`config.mk`:
```
export PLATFORM = sky130hd
export DESIGN_NAME = rsmp_ctrl
export DESIGN_NICKNAME = d
export VERILOG_FILES = /design/src/rtl/rsmp_pkg.sv /design/src/rtl/rsmp_ctrl.sv
export SDC_FILE = /design/constraint.sdc
export NUM_CORES = 1
export LEC_CHECK = 0
export BUFFER_PORTS_ARGS = -buffer_cell sky130_fd_sc_hd__buf_4
export CORE_MARGIN = 3
export CORE_UTILIZATION = 40
export DETAILED_ROUTE_END_ITERATION = 6
export GPL_TIMING_DRIVEN = 0
export PLACE_DENSITY = 0.63
export SETUP_SLACK_MARGIN = 0.4
export SLEW_MARGIN = 20
export SYNTH_ARGS = -nofsm -noshare
export SYNTH_HDL_FRONTEND = slang
export SYNTH_SLANG_ARGS = --single-unit
export TNS_END_PERCENT = 1
```
`constraint.sdc`:
```
create_clock -name clk -period 2 [get_ports clk]
set_input_delay 0.1 -clock clk [delete_from_list [all_inputs] [get_ports clk]]
set_output_delay 0.1 -clock clk [all_outputs]
set_load 0.05 [all_outputs]
```
`src/rtl/rsmp_pkg.sv`:
```
// Package for the fixed-spacing path resampler: widths, limits, datapath
// op codes and the command/status structs between controller and datapath.
// No dependencies.
`timescale 1ns / 1ps
package rsmp_pkg;

	localparam int MAX_POINTS = 64;
	localparam int FRAC_BITS  = 16;
	localparam int PTW        = $clog2(MAX_POINTS);   // point index width
	localparam int CW         = 32;                   // coordinate word
	localparam int SPW        = 23;                   // spacing register
	localparam int DW         = 33;                   // segment length, floor(sqrt) of 65 bits
	localparam int SQW        = 2 * DW;               // radicand, padded to even width
	localparam int SRW        = DW + 3;               // sqrt partial remainder
	localparam int NUMW       = 2 * CW;               // divider numerator
	localparam int NAX        = 3;                    // x, y, yaw
	localparam int SQRT_ITERS = DW;
	localparam int CNTW       = $clog2(SQRT_ITERS + 1);

	// 0.05 m, rounded
	localparam logic [SPW-1:0] SPACING_RESET =
		SPW'(((64'd5 << FRAC_BITS) + 64'd50) / 64'd100);
	localparam logic [PTW-1:0] LAST_IDX = PTW'(MAX_POINTS - 1);

	// datapath operations
	localparam logic [3:0] OP_NONE     = 4'd0;
	localparam logic [3:0] OP_LOAD     = 4'd1;
	localparam logic [3:0] OP_SQX      = 4'd2;
	localparam logic [3:0] OP_SQY      = 4'd3;
	localparam logic [3:0] OP_SQRT     = 4'd4;
	localparam logic [3:0] OP_CMP      = 4'd5;
	localparam logic [3:0] OP_MUL_OW   = 4'd6;
	localparam logic [3:0] OP_MUL_ST   = 4'd7;
	localparam logic [3:0] OP_DIV_PROD = 4'd8;
	localparam logic [3:0] OP_WR_Q     = 4'd9;
	localparam logic [3:0] OP_WR_QA    = 4'd10;
	localparam logic [3:0] OP_DIV_CNT  = 4'd11;
	localparam logic [3:0] OP_CNT_WR   = 4'd12;
	localparam logic [3:0] OP_EMIT     = 4'd13;

	typedef struct packed {
		logic [3:0] op;
		logic [1:0] axis;
		logic       last;
	} cmd_t;

	typedef struct packed {
		logic           short_seg;
		logic           div_busy;
		logic           out_free;
		logic [PTW-1:0] n_m1;
	} stat_t;

endpackage

```
`src/rtl/rsmp_ctrl.sv`:
```
// Resampler controller: sequences the datapath through length, divisions and
// point emission. Depends on rsmp_pkg.
`timescale 1ns / 1ps
module rsmp_ctrl (
	input  logic            clk,
	input  logic            arst_n,
	input  logic            in_valid,
	output logic            in_ready,
	input  rsmp_pkg::stat_t st,
	output rsmp_pkg::cmd_t  cmd
);
	localparam logic [3:0] S_IDLE = 4'd0;
	localparam logic [3:0] S_SQX  = 4'd1;
	localparam logic [3:0] S_SQY  = 4'd2;
	localparam logic [3:0] S_SQRT = 4'd3;
	localparam logic [3:0] S_CMP  = 4'd4;
	localparam logic [3:0] S_MUL  = 4'd5;
	localparam logic [3:0] S_DIVS = 4'd6;
	localparam logic [3:0] S_DIVW = 4'd7;
	localparam logic [3:0] S_CNTS = 4'd8;
	localparam logic [3:0] S_CNTW = 4'd9;
	localparam logic [3:0] S_EMIT = 4'd10;

	logic [3:0]                state_q, state_d;
	logic [rsmp_pkg::CNTW-1:0] it_q, it_d;
	logic [1:0]                axis_q, axis_d;
	logic                      ph_q, ph_d;
	logic [rsmp_pkg::PTW-1:0]  k_q, k_d;

	always_comb begin
		state_d  = state_q;
		it_d     = it_q;
		axis_d   = axis_q;
		ph_d     = ph_q;
		k_d      = k_q;
		cmd.op   = rsmp_pkg::OP_NONE;
		cmd.axis = axis_q;
		cmd.last = 1'b0;
		case (state_q)
			S_IDLE: begin
				if (in_valid) begin
					cmd.op  = rsmp_pkg::OP_LOAD;
					state_d = S_SQX;
				end
			end
			S_SQX: begin
				cmd.op  = rsmp_pkg::OP_SQX;
				state_d = S_SQY;
			end
			S_SQY: begin
				cmd.op  = rsmp_pkg::OP_SQY;
				it_d    = '0;
				state_d = S_SQRT;
			end
			S_SQRT: begin
				cmd.op = rsmp_pkg::OP_SQRT;
				it_d   = it_q + 1'b1;
				if (it_q == rsmp_pkg::CNTW'(rsmp_pkg::SQRT_ITERS - 1))
					state_d = S_CMP;
			end
			S_CMP: begin
				cmd.op  = rsmp_pkg::OP_CMP;
				axis_d  = '0;
				ph_d    = 1'b0;
				state_d = st.short_seg ? S_IDLE : S_MUL;
			end
			S_MUL: begin
				cmd.op  = ph_q ? rsmp_pkg::OP_MUL_ST : rsmp_pkg::OP_MUL_OW;
				state_d = S_DIVS;
			end
			S_DIVS: begin
				cmd.op  = rsmp_pkg::OP_DIV_PROD;
				state_d = S_DIVW;
			end
			S_DIVW: begin
				if (!st.div_busy) begin
					cmd.op = ph_q ? rsmp_pkg::OP_WR_QA : rsmp_pkg::OP_WR_Q;
					ph_d   = !ph_q;
					if (ph_q && axis_q == 2'(rsmp_pkg::NAX - 1)) begin
						state_d = S_CNTS;
					end else begin
						axis_d  = ph_q ? axis_q + 1'b1 : axis_q;
						state_d = S_MUL;
					end
				end
			end
			S_CNTS: begin
				cmd.op  = rsmp_pkg::OP_DIV_CNT;
				state_d = S_CNTW;
			end
			S_CNTW: begin
				if (!st.div_busy) begin
					cmd.op  = rsmp_pkg::OP_CNT_WR;
					k_d     = '0;
					state_d = S_EMIT;
				end
			end
			S_EMIT: begin
				if (st.out_free) begin
					cmd.op   = rsmp_pkg::OP_EMIT;
					cmd.last = k_q == st.n_m1;
					k_d      = k_q + 1'b1;
					if (k_q == st.n_m1)
						state_d = S_IDLE;
				end
			end
			default: state_d = S_IDLE;
		endcase
	end

	always_ff @(posedge clk or negedge arst_n) begin
		if (!arst_n) begin
			state_q <= S_IDLE;
			it_q    <= '0;
			axis_q  <= '0;
			ph_q    <= 1'b0;
			k_q     <= '0;
		end else begin
			state_q <= state_d;
			it_q    <= it_d;
			axis_q  <= axis_d;
			ph_q    <= ph_d;
			k_q     <= k_d;
		end
	end

	assign in_ready = state_q == S_IDLE;

	a_emit_free: assert property (@(posedge clk) disable iff (!arst_n)
		cmd.op == rsmp_pkg::OP_EMIT |-> st.out_free)
		else $error("point emitted over an untaken one");
	a_div_idle: assert property (@(posedge clk) disable iff (!arst_n)
		(cmd.op == rsmp_pkg::OP_DIV_PROD || cmd.op == rsmp_pkg::OP_DIV_CNT) |-> !st.div_busy)
		else $error("divider restarted while busy");
	a_k_bound: assert property (@(posedge clk) disable iff (!arst_n)
		state_q == S_EMIT |-> k_q <= st.n_m1)
		else $error("point index past point count");
	a_axis_bound: assert property (@(posedge clk) disable iff (!arst_n)
		axis_q <= 2'(rsmp_pkg::NAX - 1))
		else $error("axis index out of range");
endmodule

```
==> out/qor_table.md <==
| Step | Quantity | This run |
|---|---|---|
| min path | Worst Hold Endpoint | state_q[2] |
| place | Number of buffers added on ports | 19 |
| route | DRC marker count from the first detailed-route iteration | 97 |
| grt | Total global-route track usage | 0.1888 |
| route | Remaining routing DRC violations | 0 |
| final layout | FILL cells | 291 |
| synth | Synth top area cells | dfrtp_1, xor2_1, o21ai_0, nand2_1, nor2_1 |
| min path | Type of the worst min-delay path | input pin to flip-flop |
| synth | Post-synth top area share | 0.3506 |
| place | HPWL after detailed placement | 2513 um |
| final layout | Post-layout nets | 215 |
| die | Die area | 4125 um^2 |
| clocking | Clk pin slew, worst setup/hold paths | 0.12 ns |
| grt | Antenna violations before repair | 0 |
| clocking | H-Tree Level Count | 1 |
| clocking | Library cell used as clock root buffer | clkbuf_4 |
| critical path | Worst Path Class, Setup | flip-flop to primary output |
| sta | Slew Viols, Final | 0 |
| critical path | Critical path endpoint category | primary output |
| route | Total length of routed wires | 3655 um |
| min path | Worst min-delay path startpoint | st[8] |
| pwr | Cell area power density | 1378 nW/um^2 |
| sta | FMAX | 552.1 MHz |
| critical path | Critical path data required time | 1.90 ns |
| grt | Wire length of the first global-routing pass | 6251 um |
| synth | Average size of a mapped cell | 8.170 um^2 |
| pwr | Pleak | 0.0008209 uW |
| final layout | Finished Layout Cells | 242 |
| die | Initial Utilization | 0.4302 |
| route | Count of antenna-violating nets left after detailed routing | 0 |
| clocking | Clock Sinks | 19 |
| final layout | Syn-to-layout area delta | 33.86% |
| critical path | Worst reg2reg path depth | 5 |
| clocking | Clock Latency Late Sink | 0.31 ns |
| die | Top-level I/O count | 20 |
| sta | Hold Vio Cnt, Final | 0 |
| route | Detail-routed via count per cell | 5.488 |
| critical path | Startpoint type of the worst setup path | flip-flop |
| clocking | TritonCTS clock tree | yes |
| sta | Slack of the critical path | 0.1886 ns |
| clocking | Clock buffers created by TritonCTS | 3 |
| final layout | Count of inserted antenna diode cells | 0 |
| critical path | Register-to-register setup slack | 0.20 ns |
| synth | Net Count, Synth | 182 |
| min path | Hold Crit Depth | 3 |
| critical path | Critical R2R Capture | state_q[0] |
| pwr | Worst voltage drop across the vdd grid | 0.6040 mV |
| grt | Remaining global-route overflow | 0 |
| sta | Final critical-path required period | 1.811 ns |
| clocking | Longest Clk Path Bufs | 2 |
| sta | Clock skew | 0.01113 ns |
| route | Total vias in the final route | 1328 |
| die | Site Rows | 20 |
| synth | Sequential element share of the synthesized area | 0.3506 |
| die | Core outline area | 3153 um^2 |
| synth | Number of enable-type register cells in the synthesized netlist | 0 |
| synth | Async set or reset register ratio after synthesis | 1.000 |
| sta | Worst slew slack as a fraction of its limit | 0.6112 |
| critical path | Arrival time at the worst endpoint | 1.71 ns |
| sta | Final Cycle Share | 0.9057 |
| place | Cell count after placement | 229 |
| sta | Total negative slack for setup checks | 0 ns |
| synth | Post-synthesis instance total | 166 |
| route | Avg WL per Cell | 15.10 um |
| synth | Most used DFF post-synth | dfrtp_1 |
| synth | Cell type contributing the most total cell area after synthesis | dfrtp_1 |
| final layout | Proportion of layout cells with a drive suffix above 1 | 0.3030 |
| outcome | Run status | finished, final reports clean |
| synth | Mapped cell area | 1356 um^2 |
| grt | Number of global-route vias before repair | 1391 |
| synth | Number of synthesis warnings | 0 |
| synth | Flip-flop and latch count after synthesis | 19 |
| synth | Number of distinct standard cells referenced by the synthesized netlist | 41 |
| synth | Ranking of synthesized cells by instance count | dfrtp_1, nand2_1, nor2_1, o21ai_0, xor2_1 |
| sta | Final setup violating endpoints | 0 |
| die | Height of the die | 64.23 um |
| sta | Final hold slack | 0.1353 ns |
| critical path | Maximum fanout count along the critical path | 10 |
| place | Final weighted congestion in routability-driven placement | 0.9319 |
| critical path | Startpoint of the most critical register-to-register path | k_q[0] |
| flow run | Max-cap check violation count | 0 |
| grt | Largest net degree at the start of global routing | 20 |
| sta | Slew of the pin with the lowest slew margin | 0.5788 ns |
| sta | RSZ-0062 raised after global routing | true |
| place | Worst-case setup slack after placement | 0.09566 ns |
| route | First-pass iteration count of the detailed router | 4 |
| die | Die boundary width | 64.23 um |
[through the flow]
stage | cell area (um^2) | total power (uW) | utilization
global placement | 1574 | 1872 | 0.4992
finish | 1815 | 2503 | 0.5758
detailed placement | 1574 | 1906 | 0.4992
CTS | 1764 | 2385 | 0.5595
floorplan | 1376 | 1553 | -
global route | 1815 | 2678 | 0.5758
[metal layers]
metal,part of all wire,wire length [um],GRT usage,up-vias
met2,0.47,1701,0.3161,37
li1,-,-,-,655
met1,0.46,1688,0.2388,632
met3,0.063,230,0.05097,4
met5,0,0,0,-
met4,0.0096,35,0.05013,0
[cells by family after synthesis]
kind of cell / synth area share
AO/OA/AOI/OAI: 0.2131
XOR/XNOR: 0.07749
adder cells (fa/ha/maj): 0.03690
buffers and inverters: 0.05166
flip-flops: 0.3506
multiplexers: 0.03229
AND/OR/NAND/NOR: 0.2380
[power by group]
group          switching (uW)  internal, uW  total (uW)
combinational            1020           723        1740
sequential               84.5           471         555
clock                     129          74.6         204
[layout by cell type, fill, tap and decap left out, types with 3 or more instances in the layout]
| master | count |
|---|---|
| nand2b_1 | 4 |
| o31ai_1 | 3 |
| nand4_1 | 3 |
| nor2_1 | 13 |
| a21oi_1 | 7 |
| nand2_1 | 19 |
| buf_4 | 26 |
| nand3_1 | 3 |
| nor3_1 | 3 |
| clkbuf_4 | 5 |
| o21ai_0 | 15 |
| nand3b_1 | 3 |
| xor2_1 | 10 |
| buf_6 | 4 |
| ha_1 | 4 |
| dfrtp_1 | 18 |
| inv_1 | 8 |
[sequential cells by signal, summed over array words and instances (netlist names)]
name / count
axis_q: 2
it_q: 6
k_q: 6
ph_q: 1
state_q: 4
[how the worst max path moves through the flow]
| stage | slack, ns | cells after the start | startpoint | to |
|---|---|---|---|---|
| CTS | 0.19 | 5 | k_q[1] | state_q[0] |
| global route | 0.08 | 6 | state_q[1] | cmd[5] |
| global placement | 0.1 | 6 | state_q[0] | cmd[4] |
| detailed placement | 0.1 | 6 | state_q[0] | cmd[4] |
| finish | 0.19 | 6 | state_q[1] | cmd[3] |
| floorplan | 0.14 | 5 | state_q[1] | cmd[4] |
[layout make-up]
type / count / area (um^2) / share of cell area
Tap cell: 44 / 55.05 / 0.03032
Clock inverter: 1 / 5.005 / 0.002757
Buffer: 9 / 95.09 / 0.05238
Inverter: 8 / 30.03 / 0.01654
Sequential cell: 19 / 476.7 / 0.2626
Multi-Input combinational cell: 130 / 907.1 / 0.4997
Clock buffer: 3 / 22.52 / 0.01241
Timing Repair Buffer: 28 / 224.0 / 0.1234
[timing repair]
action | in CTS | in global routing
gates resized for setup | 27 | 14
buffers inserted | 8 | 0
setup endpoints to repair | 19 | 12
pin swaps | 6 | 2
gates cloned | 0 | 0
hold buffers | 1 | 0
endpoints found under the hold margin | 19 | 0
[critical path: stages, from the launching register on]
cell     delay, ns
dfrtp_1       0.42
buf_6         0.15
buf_12        0.14
o31ai_4       0.20
a21oi_1       0.09
a211o_1       0.24
buf_6         0.16
Power figures use the tool's default switching activity.
